==> config.mk <==
export PLATFORM = sky130hd
export DESIGN_NAME = crg_basis
export DESIGN_NICKNAME = d
export VERILOG_FILES = /design/src/design/crg_pkg.sv /design/src/design/crg_basis.sv
export SDC_FILE = /design/constraint.sdc
export NUM_CORES = 2
export LEC_CHECK = 0
export ABC_AREA = 1
export BUFFER_PORTS_ARGS = -buffer_cell sky130_fd_sc_hd__buf_4
export CELL_PAD_IN_SITES_DETAIL_PLACEMENT = 2
export CELL_PAD_IN_SITES_GLOBAL_PLACEMENT = 2
export CORE_MARGIN = 1
export CORE_UTILIZATION = 30
export DETAILED_ROUTE_END_ITERATION = 10
export PLACE_DENSITY = 0.68
export REMOVE_ABC_BUFFERS = 1
export SLEW_MARGIN = 20
export SYNTH_ARGS = -nofsm -noshare
export SYNTH_HDL_FRONTEND = slang
export SYNTH_SLANG_ARGS = --single-unit
export TNS_END_PERCENT = 30
==> constraint.sdc <==
create_clock -name clk -period 13.5 [get_ports clk]
set_input_delay 0.675 -clock clk [delete_from_list [all_inputs] [get_ports clk]]
set_output_delay 0.675 -clock clk [all_outputs]
set_load 0.1 [all_outputs]
==> src/design/crg_pkg.sv <==
`timescale 1ns / 1ps
// ----------------------------------------------------------------------------
// crg_pkg
// Shared widths, register indexes, basis types and rounding helpers for the
// camera ray generator.
// ----------------------------------------------------------------------------
package crg_pkg;

  localparam int COORD_W    = 16;
  localparam int COORD_FRAC = 8;
  localparam int BASIS_FRAC = 14;
  localparam int BASIS_W    = 16;
  localparam int OUT_W      = 20;
  localparam int FOCAL_W    = 15;
  localparam int CFG_IDX_W  = 3;
  localparam int PROD_W     = 34;

  localparam logic [CFG_IDX_W-1:0] CFG_EYE_X = 3'd0;
  localparam logic [CFG_IDX_W-1:0] CFG_EYE_Y = 3'd1;
  localparam logic [CFG_IDX_W-1:0] CFG_EYE_Z = 3'd2;
  localparam logic [CFG_IDX_W-1:0] CFG_AIM_X = 3'd3;
  localparam logic [CFG_IDX_W-1:0] CFG_AIM_Y = 3'd4;
  localparam logic [CFG_IDX_W-1:0] CFG_AIM_Z = 3'd5;
  localparam logic [CFG_IDX_W-1:0] CFG_FOCAL = 3'd6;
  localparam logic [CFG_IDX_W-1:0] CFG_MODE  = 3'd7;

  localparam logic signed [BASIS_W-1:0] UNIT_ONE = BASIS_W'(1 << BASIS_FRAC);
  localparam logic signed [PROD_W-1:0] UNIT_WIDE = PROD_W'(1 << BASIS_FRAC);
  localparam logic signed [PROD_W-1:0] OUT_MAX =
    PROD_W'((64'sd1 <<< (OUT_W - 1)) - 64'sd1);
  localparam logic signed [PROD_W-1:0] OUT_MIN = -OUT_MAX - PROD_W'(1);

  typedef logic [2:0][COORD_W-1:0] coord3_t;
  typedef logic [2:0][BASIS_W-1:0] bvec_t;

  typedef struct packed {
    bvec_t w;
    bvec_t u;
    bvec_t v;
    logic  degen;
  } basis_t;

  // round by 2^BASIS_FRAC, half away from zero
  function automatic logic signed [PROD_W-1:0] rnd_shift(input logic signed [PROD_W-1:0] x);
    logic [PROD_W-1:0] m;
    logic [PROD_W-1:0] r;
    m = x[PROD_W-1] ? PROD_W'(-x) : PROD_W'(x);
    r = (m + (PROD_W'(1) << (BASIS_FRAC - 1))) >> BASIS_FRAC;
    return x[PROD_W-1] ? -$signed(r) : $signed(r);
  endfunction

  function automatic logic signed [BASIS_W-1:0] cap_unit(input logic signed [PROD_W-1:0] x);
    logic signed [BASIS_W-1:0] r;
    if (x > UNIT_WIDE) begin
      r = UNIT_ONE;
    end else if (x < -UNIT_WIDE) begin
      r = -UNIT_ONE;
    end else begin
      r = BASIS_W'(x);
    end
    return r;
  endfunction

  function automatic logic [OUT_W-1:0] sat_out(input logic signed [PROD_W-1:0] x);
    logic [OUT_W-1:0] r;
    if (x > OUT_MAX) begin
      r = OUT_W'(OUT_MAX);
    end else if (x < OUT_MIN) begin
      r = OUT_W'(OUT_MIN);
    end else begin
      r = OUT_W'(x);
    end
    return r;
  endfunction

endpackage

==> src/design/crg_basis.sv <==
`timescale 1ns / 1ps
// ----------------------------------------------------------------------------
// crg_basis
// Sequencer that rebuilds the camera basis: normalizes eye - aim into w,
// up x w into u, then forms v = w x u, with a shared bit-serial square root
// and divider.
// ----------------------------------------------------------------------------
module crg_basis
  import crg_pkg::*;
(
  input  logic    clk,
  input  logic    rst_n,
  input  logic    go,
  input  coord3_t eye,
  input  coord3_t aim,
  output basis_t  basis,
  output logic    busy
);

  typedef enum logic [3:0] {
    S_IDLE, S_LOAD, S_SETUP, S_SHIFT, S_SQ, S_SQRT,
    S_DIVINIT, S_DIV, S_DIVEND, S_MKH, S_CROSS
  } state_t;

  state_t             state_r, state_nxt;
  logic               pass_r, pass_nxt;
  logic [1:0]         idx_r, idx_nxt;
  logic [4:0]         cnt_r, cnt_nxt;
  logic signed [17:0] c_r [3];
  logic signed [17:0] c_nxt [3];
  logic [2:0]         sgn_r, sgn_nxt;
  logic [29:0]        m_r [3];
  logic [29:0]        m_nxt [3];
  logic [29:0]        mx_r, mx_nxt;
  logic [61:0]        sq_n_r, sq_n_nxt;
  logic [30:0]        root_r, root_nxt;
  logic [32:0]        srem_r, srem_nxt;
  logic [31:0]        drem_r, drem_nxt;
  logic [14:0]        dnum_r, dnum_nxt;
  logic [14:0]        q_r, q_nxt;
  basis_t             basis_r, basis_nxt;

  always_comb begin
    logic [16:0]               ab;
    logic [29:0]               mx;
    logic [59:0]               sq;
    logic [34:0]               rem2;
    logic [34:0]               trial;
    logic [44:0]               num;
    logic [31:0]               dt;
    logic [14:0]               qc;
    logic signed [BASIS_W-1:0] qv;
    logic signed [2*BASIS_W-1:0] p0;
    logic signed [2*BASIS_W-1:0] p1;
    logic signed [PROD_W-1:0]  cr;
    logic [1:0]                j;
    logic [1:0]                k;
    state_nxt = state_r;
    pass_nxt  = pass_r;
    idx_nxt   = idx_r;
    cnt_nxt   = cnt_r;
    c_nxt     = c_r;
    sgn_nxt   = sgn_r;
    m_nxt     = m_r;
    mx_nxt    = mx_r;
    sq_n_nxt  = sq_n_r;
    root_nxt  = root_r;
    srem_nxt  = srem_r;
    drem_nxt  = drem_r;
    dnum_nxt  = dnum_r;
    q_nxt     = q_r;
    basis_nxt = basis_r;
    mx        = '0;
    ab        = '0;
    sq        = '0;
    rem2      = '0;
    trial     = '0;
    num       = '0;
    dt        = '0;
    qc        = '0;
    qv        = '0;
    p0        = '0;
    p1        = '0;
    cr        = '0;
    j         = 2'd0;
    k         = 2'd0;
    case (state_r)
      S_IDLE: begin
        if (go) begin
          state_nxt = S_LOAD;
        end
      end
      S_LOAD: begin
        for (int i = 0; i < 3; i++) begin
          c_nxt[i] = 18'($signed(eye[i])) - 18'($signed(aim[i]));
        end
        pass_nxt  = 1'b0;
        state_nxt = S_SETUP;
      end
      S_SETUP: begin
        for (int i = 0; i < 3; i++) begin
          ab = c_r[i][17] ? 17'(-c_r[i]) : 17'(c_r[i]);
          m_nxt[i]   = 30'(ab);
          sgn_nxt[i] = c_r[i][17];
          if (30'(ab) > mx) begin
            mx = 30'(ab);
          end
        end
        mx_nxt = mx;
        if (mx == '0) begin
          basis_nxt       = '0;
          basis_nxt.degen = 1'b1;
          state_nxt       = S_IDLE;
        end else begin
          state_nxt = S_SHIFT;
        end
      end
      S_SHIFT: begin
        if (mx_r[29]) begin
          sq_n_nxt  = '0;
          idx_nxt   = 2'd0;
          state_nxt = S_SQ;
        end else begin
          for (int i = 0; i < 3; i++) begin
            m_nxt[i] = {m_r[i][28:0], 1'b0};
          end
          mx_nxt = {mx_r[28:0], 1'b0};
        end
      end
      S_SQ: begin
        sq       = m_r[idx_r] * m_r[idx_r];
        sq_n_nxt = sq_n_r + 62'(sq);
        if (idx_r == 2'd2) begin
          root_nxt  = '0;
          srem_nxt  = '0;
          cnt_nxt   = 5'd30;
          state_nxt = S_SQRT;
        end else begin
          idx_nxt = idx_r + 2'd1;
        end
      end
      S_SQRT: begin
        rem2     = {srem_r, sq_n_r[61:60]};
        trial    = 35'({root_r, 2'b01});
        sq_n_nxt = {sq_n_r[59:0], 2'b00};
        if (rem2 >= trial) begin
          srem_nxt = 33'(rem2 - trial);
          root_nxt = {root_r[29:0], 1'b1};
        end else begin
          srem_nxt = 33'(rem2);
          root_nxt = {root_r[29:0], 1'b0};
        end
        if (cnt_r == '0) begin
          idx_nxt   = 2'd0;
          state_nxt = S_DIVINIT;
        end else begin
          cnt_nxt = cnt_r - 5'd1;
        end
      end
      S_DIVINIT: begin
        num       = {1'b0, m_r[idx_r], 14'b0} + 45'(root_r >> 1);
        drem_nxt  = 32'(num[44:15]);
        dnum_nxt  = num[14:0];
        q_nxt     = '0;
        cnt_nxt   = 5'd14;
        state_nxt = S_DIV;
      end
      S_DIV: begin
        dt       = {drem_r[30:0], dnum_r[14]};
        dnum_nxt = {dnum_r[13:0], 1'b0};
        if (dt >= {1'b0, root_r}) begin
          drem_nxt = dt - {1'b0, root_r};
          q_nxt    = {q_r[13:0], 1'b1};
        end else begin
          drem_nxt = dt;
          q_nxt    = {q_r[13:0], 1'b0};
        end
        if (cnt_r == '0) begin
          state_nxt = S_DIVEND;
        end else begin
          cnt_nxt = cnt_r - 5'd1;
        end
      end
      S_DIVEND: begin
        qc = (q_r > 15'(UNIT_ONE)) ? 15'(UNIT_ONE) : q_r;
        qv = sgn_r[idx_r] ? -$signed({1'b0, qc}) : $signed({1'b0, qc});
        if (pass_r) begin
          basis_nxt.u[idx_r] = qv;
        end else begin
          basis_nxt.w[idx_r] = qv;
        end
        if (idx_r == 2'd2) begin
          idx_nxt   = 2'd0;
          state_nxt = pass_r ? S_CROSS : S_MKH;
        end else begin
          idx_nxt   = idx_r + 2'd1;
          state_nxt = S_DIVINIT;
        end
      end
      S_MKH: begin
        c_nxt[0]  = 18'($signed(basis_r.w[2]));
        c_nxt[1]  = '0;
        c_nxt[2]  = -18'($signed(basis_r.w[0]));
        pass_nxt  = 1'b1;
        state_nxt = S_SETUP;
      end
      S_CROSS: begin
        case (idx_r)
          2'd0: begin
            j = 2'd1;
            k = 2'd2;
          end
          2'd1: begin
            j = 2'd2;
            k = 2'd0;
          end
          default: begin
            j = 2'd0;
            k = 2'd1;
          end
        endcase
        p0 = $signed(basis_r.w[j]) * $signed(basis_r.u[k]);
        p1 = $signed(basis_r.w[k]) * $signed(basis_r.u[j]);
        cr = PROD_W'(p0) - PROD_W'(p1);
        basis_nxt.v[idx_r] = cap_unit(rnd_shift(cr));
        if (idx_r == 2'd2) begin
          basis_nxt.degen = 1'b0;
          state_nxt       = S_IDLE;
        end else begin
          idx_nxt = idx_r + 2'd1;
        end
      end
      default: begin
        state_nxt = S_IDLE;
      end
    endcase
    // a new write restarts the rebuild from the updated registers
    if (go) begin
      state_nxt = S_LOAD;
    end
  end

  always_ff @(posedge clk) begin
    if (!rst_n) begin
      state_r       <= S_IDLE;
      basis_r.w     <= {UNIT_ONE, 16'd0, 16'd0};
      basis_r.u     <= {16'd0, 16'd0, UNIT_ONE};
      basis_r.v     <= {16'd0, UNIT_ONE, 16'd0};
      basis_r.degen <= 1'b0;
    end else begin
      state_r <= state_nxt;
      basis_r <= basis_nxt;
    end
    pass_r <= pass_nxt;
    idx_r  <= idx_nxt;
    cnt_r  <= cnt_nxt;
    c_r    <= c_nxt;
    sgn_r  <= sgn_nxt;
    m_r    <= m_nxt;
    mx_r   <= mx_nxt;
    sq_n_r <= sq_n_nxt;
    root_r <= root_nxt;
    srem_r <= srem_nxt;
    drem_r <= drem_nxt;
    dnum_r <= dnum_nxt;
    q_r    <= q_nxt;
  end

  assign basis = basis_r;
  assign busy  = (state_r != S_IDLE);

endmodule

=== After elaboration in Yosys (flattened, before gate mapping) ===
Cells that the tools add are included.

* Bits in registers: 521
* Logic and storage cells: 207
* Input bits: 99
* Output and inout port bits: 146

* Multiplexer cells: 81
* Equal/unequal tests: 29
* Add/sub/neg operators: 18
* Bitwise logic cells: 3
* Reductions and logical operators: 30
* Magnitude comparators: 13
* Multipliers: 3

{| class="wikitable"
|+ Operators with widths
! operator !! count
|-
| 2-to-1 mux 30 bit || 8
|-
| one-hot mux 96 bit (2 select lines) || 1
|-
| one-hot mux 62 bit (3 select lines) || 1
|-
| one-hot mux 90 bit (2 select lines) || 1
|-
| 2-to-1 mux 145 bit || 1
|-
| bitwise mux 48 bit || 3
|-
| 2-to-1 mux 16 bit || 9
|-
| binary-select mux 16 bit (select 2 bit) || 4
|-
| one-hot mux 31 bit (2 select lines) || 2
|-
| one-hot mux 54 bit (2 select lines) || 1
|-
| one-hot mux 49 bit (2 select lines) || 1
|-
| 2-to-1 mux 48 bit || 2
|-
| 2-to-1 mux 90 bit || 1
|-
| 2-to-1 mux 17 bit || 4
|-
| 2-to-1 mux 34 bit || 2
|-
| 2-to-1 mux 33 bit || 2
|-
| one-hot mux 33 bit (2 select lines) || 1
|-
| multiplier 16 x 16 -> 32 bit || 2
|-
| adder 62 x 60 -> 62 bit || 1
|-
| 2-to-1 mux 31 bit || 2
|-
| 2-to-1 mux 62 bit || 1
|-
| binary-select mux 30 bit (select 2 bit) || 1
|-
| > comparator 17 x 30 -> 1 bit || 2
|-
| multiplier 30 x 30 -> 60 bit || 1
|-
| 59 further kinds || 123
|}

=== Longest topological paths before layout ===
* Depth in word-level cells: 18
* Mapped depth: 70
* Depth with buffers taken out: 64

=== Least setup slack after synthesis ===
Ideal clock, no wire load.

* Path type: register to register
* Start: register idx_r[0]
* End: register basis_r, in the netlist basis[18]
* Path slack: 1.363 ns
* Period minus slack after synthesis: 12.137 ns
* Stages on the path, launching flop included: 57
* Setup time: 0.070 ns
* Arrival time: 12.067 ns
* Required time: 13.430 ns
* Buffers on the path: 6
* Cell sequence: edfxtp_1 inv_1 clkbuf_1 clkbuf_1 clkbuf_1 ha_1 buf_4 clkbuf_1 a21oi_1 o22ai_1 inv_1 nor2_1 inv_1 fa_1 inv_1 fa_1 inv_1 fa_1 [21 not listed] nor2_4 nand2_1 nand2_1 nand3_2 inv_1 nand3_1 nor2_1 nand2_1 nor2_4 nand4_1 nand2_1 nand2_1 a21oi_1 nand4_1 nand2_2 buf_6 nand3_1 a21oi_1

* Cells in the longest elaborated chain, start to end: 18
* Elaborated cells between the ends (all ways): 34
* Those cells by class: add/sub: 4; mul: 2; order compare: 4; eq/ne: 1; mux: 21; reduce/logical: 2

{| class="wikitable"
|+ RTL lines
! element !! line !! RTL
|-
| from (decl) || crg_basis.sv:27 || <nowiki>logic [1:0] idx_r, idx_nxt;</nowiki>
|-
| from (signal assigned) || crg_basis.sv:255 || <nowiki>idx_r <= idx_nxt;</nowiki>
|-
| equality test 2 x 1 -> 1 bit / logical NOT 2 bit (equally long branches) || crg_basis.sv:208 || <nowiki>case (idx_r)</nowiki>
|-
| one-hot mux 2 bit (2 select lines) || crg_basis.sv:208 ||
|-
| 2-to-1 mux 2 bit || crg_basis.sv:87 || <nowiki>case (state_r)</nowiki>
|-
| binary-select mux 16 bit (select 2 bit), on equally long branches || crg_basis.sv:222, crg_basis.sv:223 ||
|-
| 2-to-1 mux 16 bit, on equally long branches || crg_basis.sv:222, crg_basis.sv:223 ||
|-
| multiplier 16 x 16 -> 32 bit, on equally long branches || crg_basis.sv:222, crg_basis.sv:223 ||
|-
| subtractor 32 x 32 -> 33 bit || crg_basis.sv:224 || <nowiki>cr = PROD_W'(p0) - PROD_W'(p1);</nowiki>
|-
| negation 33 -> 34 bit || crg_pkg.sv:47 || <nowiki>m = x[PROD_W-1] ? PROD_W'(-x) : PROD_W'(x);</nowiki>
|-
| [2 not listed] || -- ||
|-
| negation 20 -> 34 bit || crg_pkg.sv:49 || <nowiki>return x[PROD_W-1] ? -$signed(r) : $signed(r);</nowiki>
|-
| 2-to-1 mux 34 bit || crg_pkg.sv:49 ||
|-
| less-than comparator 34 x 15 -> 1 bit || crg_pkg.sv:56 || <nowiki>end else if (x < -UNIT_WIDE) begin</nowiki>
|-
| 2-to-1 mux 16 bit || crg_pkg.sv:56 ||
|-
| 2-to-1 mux 16 bit || crg_pkg.sv:54 || <nowiki>if (x > UNIT_WIDE) begin</nowiki>
|-
| 2-to-1 mux 16 bit || crg_basis.sv:87 ||
|-
| bitwise mux 48 bit * || crg_basis.sv:225 || <nowiki>basis_nxt.v[idx_r] = cap_unit(rnd_shift(cr));</nowiki>
|-
| one-hot mux 49 bit (2 select lines) * || crg_basis.sv:87 ||
|-
| to (signal assigned) || crg_basis.sv:252 || <nowiki>basis_r <= basis_nxt;</nowiki>
|-
| to (decl) || crg_basis.sv:41 || <nowiki>basis_t basis_r, basis_nxt;</nowiki>
|}

Every way passes the cells marked *; elsewhere a longest branch is shown, timed or not. The select of a mux whose other input is x is not followed.
A chain may end at the register's enable or synchronous reset.

=== Worst setup path after layout ===
* Start: register idx_r[1]
* End: register sq_n_r[61] (data pin)

* Cells in the longest elaborated chain, start to end: 7

{| class="wikitable"
|+ RTL lines
! element !! line !! RTL
|-
| NOT 2 -> 3 bit (implied by the code) || crg_basis.sv:131 || <nowiki>sq = m_r[idx_r] * m_r[idx_r];</nowiki>
|-
| binary-select mux 30 bit (select 2 bit) || crg_basis.sv:131 ||
|-
| 2-to-1 mux 30 bit (implied by the code) (2 in a row) || crg_basis.sv:131 ||
|-
| multiplier 30 x 30 -> 60 bit || crg_basis.sv:131 ||
|-
| adder 62 x 60 -> 62 bit || crg_basis.sv:132 || <nowiki>sq_n_nxt = sq_n_r + 62'(sq);</nowiki>
|-
| one-hot mux 62 bit (3 select lines) || crg_basis.sv:87 ||
|-
| to (signal assigned) || crg_basis.sv:261 || <nowiki>sq_n_r <= sq_n_nxt;</nowiki>
|-
| to (decl) || crg_basis.sv:35 || <nowiki>logic [61:0] sq_n_r, sq_n_nxt;</nowiki>
|}

Every way passes these cells. The select of a mux whose other input is x is not followed.

==> results by group <==
Detailed routing
  • Initial drt markers: ~3100
  • Total length of routed wires: ~320000 um
  • Via density: around 4.9
  • Detail Route Antenna Nets: 0
  • Length of the first detailed-routing pass in iterations: 7
  • DR WL/cell: around 23 um
  • Total DRC errors in the routed layout: 0
  • Number of vias in the routed layout: between 60000 and 70000

Die
  • Vertical die dimension: 522 um
  • Die Footprint: roughly 0.27 mm^2
  • Placement Rows: 190
  • Boundary pin count: approximately 250
  • Initial Util: 30.2%
  • Horizontal extent of the die: ~520 um
  • Area of the core: ~0.27 mm^2

Setup path
  • Sort of element at the start of the critical path: register
  • Bufs and invs on worst path: 11
  • Highest fanout seen on the critical path: 18
  • Cell type with the highest occurrence count on the critical path: fa_1
  • Type of element capturing the critical path: register
  • Critical Path Max Stage Delay: about 0.63 ns
  • Critical Path Slowest Stage Cell: o21ai_0
  • Worst setup path category: register to register
  • Reg2Reg Setup Slack: 0.79 ns
  • Top cell family by delay on the critical path: adder cells
  • CP Data Arrival Time: approximately 13 ns
  • Required time at the worst-slack endpoint: between 10 and 15 ns

Global routing
  • Wire length of the first global-routing pass: between 400000 and 500000 um
  • Grt peak-use layer: met2
  • Met1 Use GR: just under 30%
  • GRT overflow: 0
  • Antenna violations before repair: 7
  • Met2 track demand over resource: 43.5%
  • Vias in the first global route: approximately 80000
  • Overall global routing resource usage: 23.6%
  • Pin count of the biggest net entering global routing: a little over 80
  • Met3 usage: 1.83%

Clock tree
  • Root buf cell: clkbuf_16
  • Buffer depth of the longest clock path: 3
  • Clock tree from TritonCTS: done
  • H-tree depth reported by CTS: 3
  • Clock latency on the worst-skew pair: ~0.73 ns
  • Num CTS Buffers: between 70 and 80
  • Count of clock tree sinks: between 500 and 600
  • Clock transition time at the flip-flop clock pins of the worst setup and hold paths: approximately 0.060 ns

Layout
  • Number of inserted filler cells in the final layout: slightly above 30000
  • Commonest cells after routing, fill and taps aside: inv_1 (2577), nand2_1 (2144), fa_1 (1348)
  • Final #Nets: 12300
  • Final core utilization: roughly a third
  • Fraction of final layout cells sized beyond drive strength 1: around 6.3%
  • Leading cell type in the layout, fill and taps excluded: inv_1
  • Layout overhead on the synthesized area: 11.3%

Synth
  • Proportion of synthesized flip-flops having asynchronous set or reset: 0%
  • Number of unique standard cell types used by synthesis: 62
  • Number of instances in the synthesized netlist: 10100
  • Post-synth top flop: edfxtp_1
  • Sequential element share of the synthesized area: about 17%
  • Number of synthesized flops with an enable pin: between 300 and 400
  • Number of flip-flops and latches in the synthesized netlist: 519
  • Mean cell area of the mapped netlist: around 8 um^2
  • Cell area after synthesis: slightly above 0.08 mm^2
  • Number of warnings reported in the yosys synthesis log: 0

Timing
  • Final worst clock skew: about 0.081 ns
  • Worst hold margin: approximately 0.33 ns
  • Highest clock rate: about 79 MHz
  • Pins over their slew limit: 0
  • Final clock period utilization by the worst path: 94.2%
  • Time the worst path needs with I/O delays and setup: 12.71 ns
  • Final setup TNS: 0 ns
  • Tightest Pin Transition: 1.10 ns
  • Count of endpoints failing hold in the final timing report: 0
  • Total of endpoints with negative setup slack in the final report: 0
  • Worst max-slew margin expressed relative to the limit: between 20% and 30%

Place
  • Half-perimeter wire length after placement: approximately 270000 um
  • Port Buffer Count: 244
  • Final weighted congestion of routability-driven global placement: around 0.9

Power and ir drop
  • Relative contribution of sequential cells to total power: a little under a quarter
  • Switching component of the power: ~3.5 mW
  • Sw frac: a little under half
  • Total power divided by cell area: slightly below 90 mW/mm^2
  • Total power after layout: 7.80 mW
  • Leakage power figure: roughly 45 nW
  • Fraction of power consumed by combinational cells: about half
  • Share of power burned in the clock network: 26.8%
  • Worst ir drop on vdd: 0.0000881 V
  • Internal power: between 4 and 5 mW

Status
  • Result of the run: completed

Job
  • Max Cap Violations: 0

Hold path
  • Type of the worst min-delay path: input port to register
## power groups by stage
stage	clock network [mW]	logic [mW]	registers (mW)
2_1_floorplan	0	2.70	1.79
3_5_place_dp	0	3.95	1.80
3_3_place_gp	0	3.81	1.79
5_1_grt	2.20	4.45	1.76
6_report	2.09	3.95	1.76
4_1_cts	2.15	3.98	1.76
## flip-flops by register name (all words and copies together), names as in the netlist
| register | cells |
|---|---|
| m_r | 90 |
| q_r | 15 |
| idx_r | 2 |
| root_r | 31 |
| dnum_r | 15 |
| sq_n_r | 62 |
| cnt_r | 5 |
| pass_r | 1 |
| basis | 145 |
| state_r | 4 |
| srem_r | 33 |
| mx_r | 30 |
| sgn_r | 3 |
| c_r | 52 |
| drem_r | 31 |
## synthesized netlist by cell type, drive strengths merged, types with 5 or more instances
cell type | instances | area [um^2]
a211oi | 7 | 52.6
a21boi | 6 | 45.0
a21o | 7 | 52.6
a21oi | 526 | 2650
a221oi | 6 | 52.6
a22o | 6 | 52.6
a31oi | 29 | 181
a32oi | 10 | 87.6
buf | 39 | 206
clkbuf | 253 | 950
clkinv | 23 | 86.3
dfxtp | 149 | 2980
edfxtp | 370 | 11100
fa | 1349 | 27000
ha | 576 | 7210
inv | 2607 | 9790
nand2 | 2162 | 8180
nand3 | 248 | 1290
nand3b | 7 | 52.6
nand4 | 70 | 438
nor2 | 730 | 2810
nor3 | 58 | 290
nor3b | 5 | 37.5
nor4 | 15 | 93.8
o211ai | 21 | 158
o21a | 48 | 360
o21ai | 457 | 2300
o21bai | 13 | 97.6
o22ai | 55 | 344
o31ai | 11 | 82.6
or2 | 24 | 150
xnor2 | 71 | 622
xor2 | 120 | 1050
## logic make-up (layout without fill, tap and decap cells)
| group | Yosys count | in the layout | synth area share (%) |
|---|---|---|---|
| buf+inv | 2922 | 3173 | 13.6 |
| compound gates | 1223 | 1223 | 8.27 |
| fa+ha+maj | 1925 | 1925 | 42.2 |
| other cells | 0 | 3 | 0 |
| xor+xnor | 191 | 191 | 2.06 |
| flops | 519 | 519 | 17.4 |
| simple gates | 3322 | 3324 | 16.5 |
## layout make-up
class	count	area, um^2	share of cell area (%)
Inverter	2630	9890	11.0
Antenna cell	3	7.51	0.00832
Multi-Input combinational cell	6663	56200	62.3
Tap cell	3552	4440	4.92
Clock buffer	101	2060	2.28
Timing Repair Buffer	404	3050	3.38
Sequential cell	519	14100	15.6
Clock inverter	38	507	0.561
## worst reg2reg max path, delay by kind of cell, from the launching register on
kind | cells | cell delay, ns
compound gates | 9 | 3.01
fa+ha+maj | 9 | 4.20
buf+inv | 11 | 2.80
flops | 1 | 0.39
simple gates | 12 | 2.00
## final timing paths
path              from         end  cells past startpoint
max           idx_r[1]  sq_n_r[61]                     41
min                 go  state_r[3]                      3
max reg2reg   idx_r[1]  sq_n_r[61]                     41
min reg2reg  basis[48]   basis[48]                      2
## per-stage QoR
stage               cells  instance area, um^2  setup slack (ns)
floorplan            9810                79900          -0.00360
global placement    13800                87600             0.766
detailed placement  13800                87600             0.316
CTS                 13900                90100             0.161
global route        13900                90300           -0.0148
finish              13900                90300             0.786
## what timing repair did
action	in CTS	in global routing
endpoints found under the setup margin	0	44
resized for setup	0	10
buffers inserted	0	7
hold buffers	0	0
## metal layers
layer | vias to the layer above | wire length [um] | part of all wire [%]
li1 | 30800 | - | -
met1 | 35700 | 133000 | 42
met5 | - | 13 | 0.0041
met3 | 372 | 8650 | 2.7
met4 | 2 | 11500 | 3.6
met2 | 983 | 164000 | 52
No activity file was read; power rests on OpenSTA's default activity.
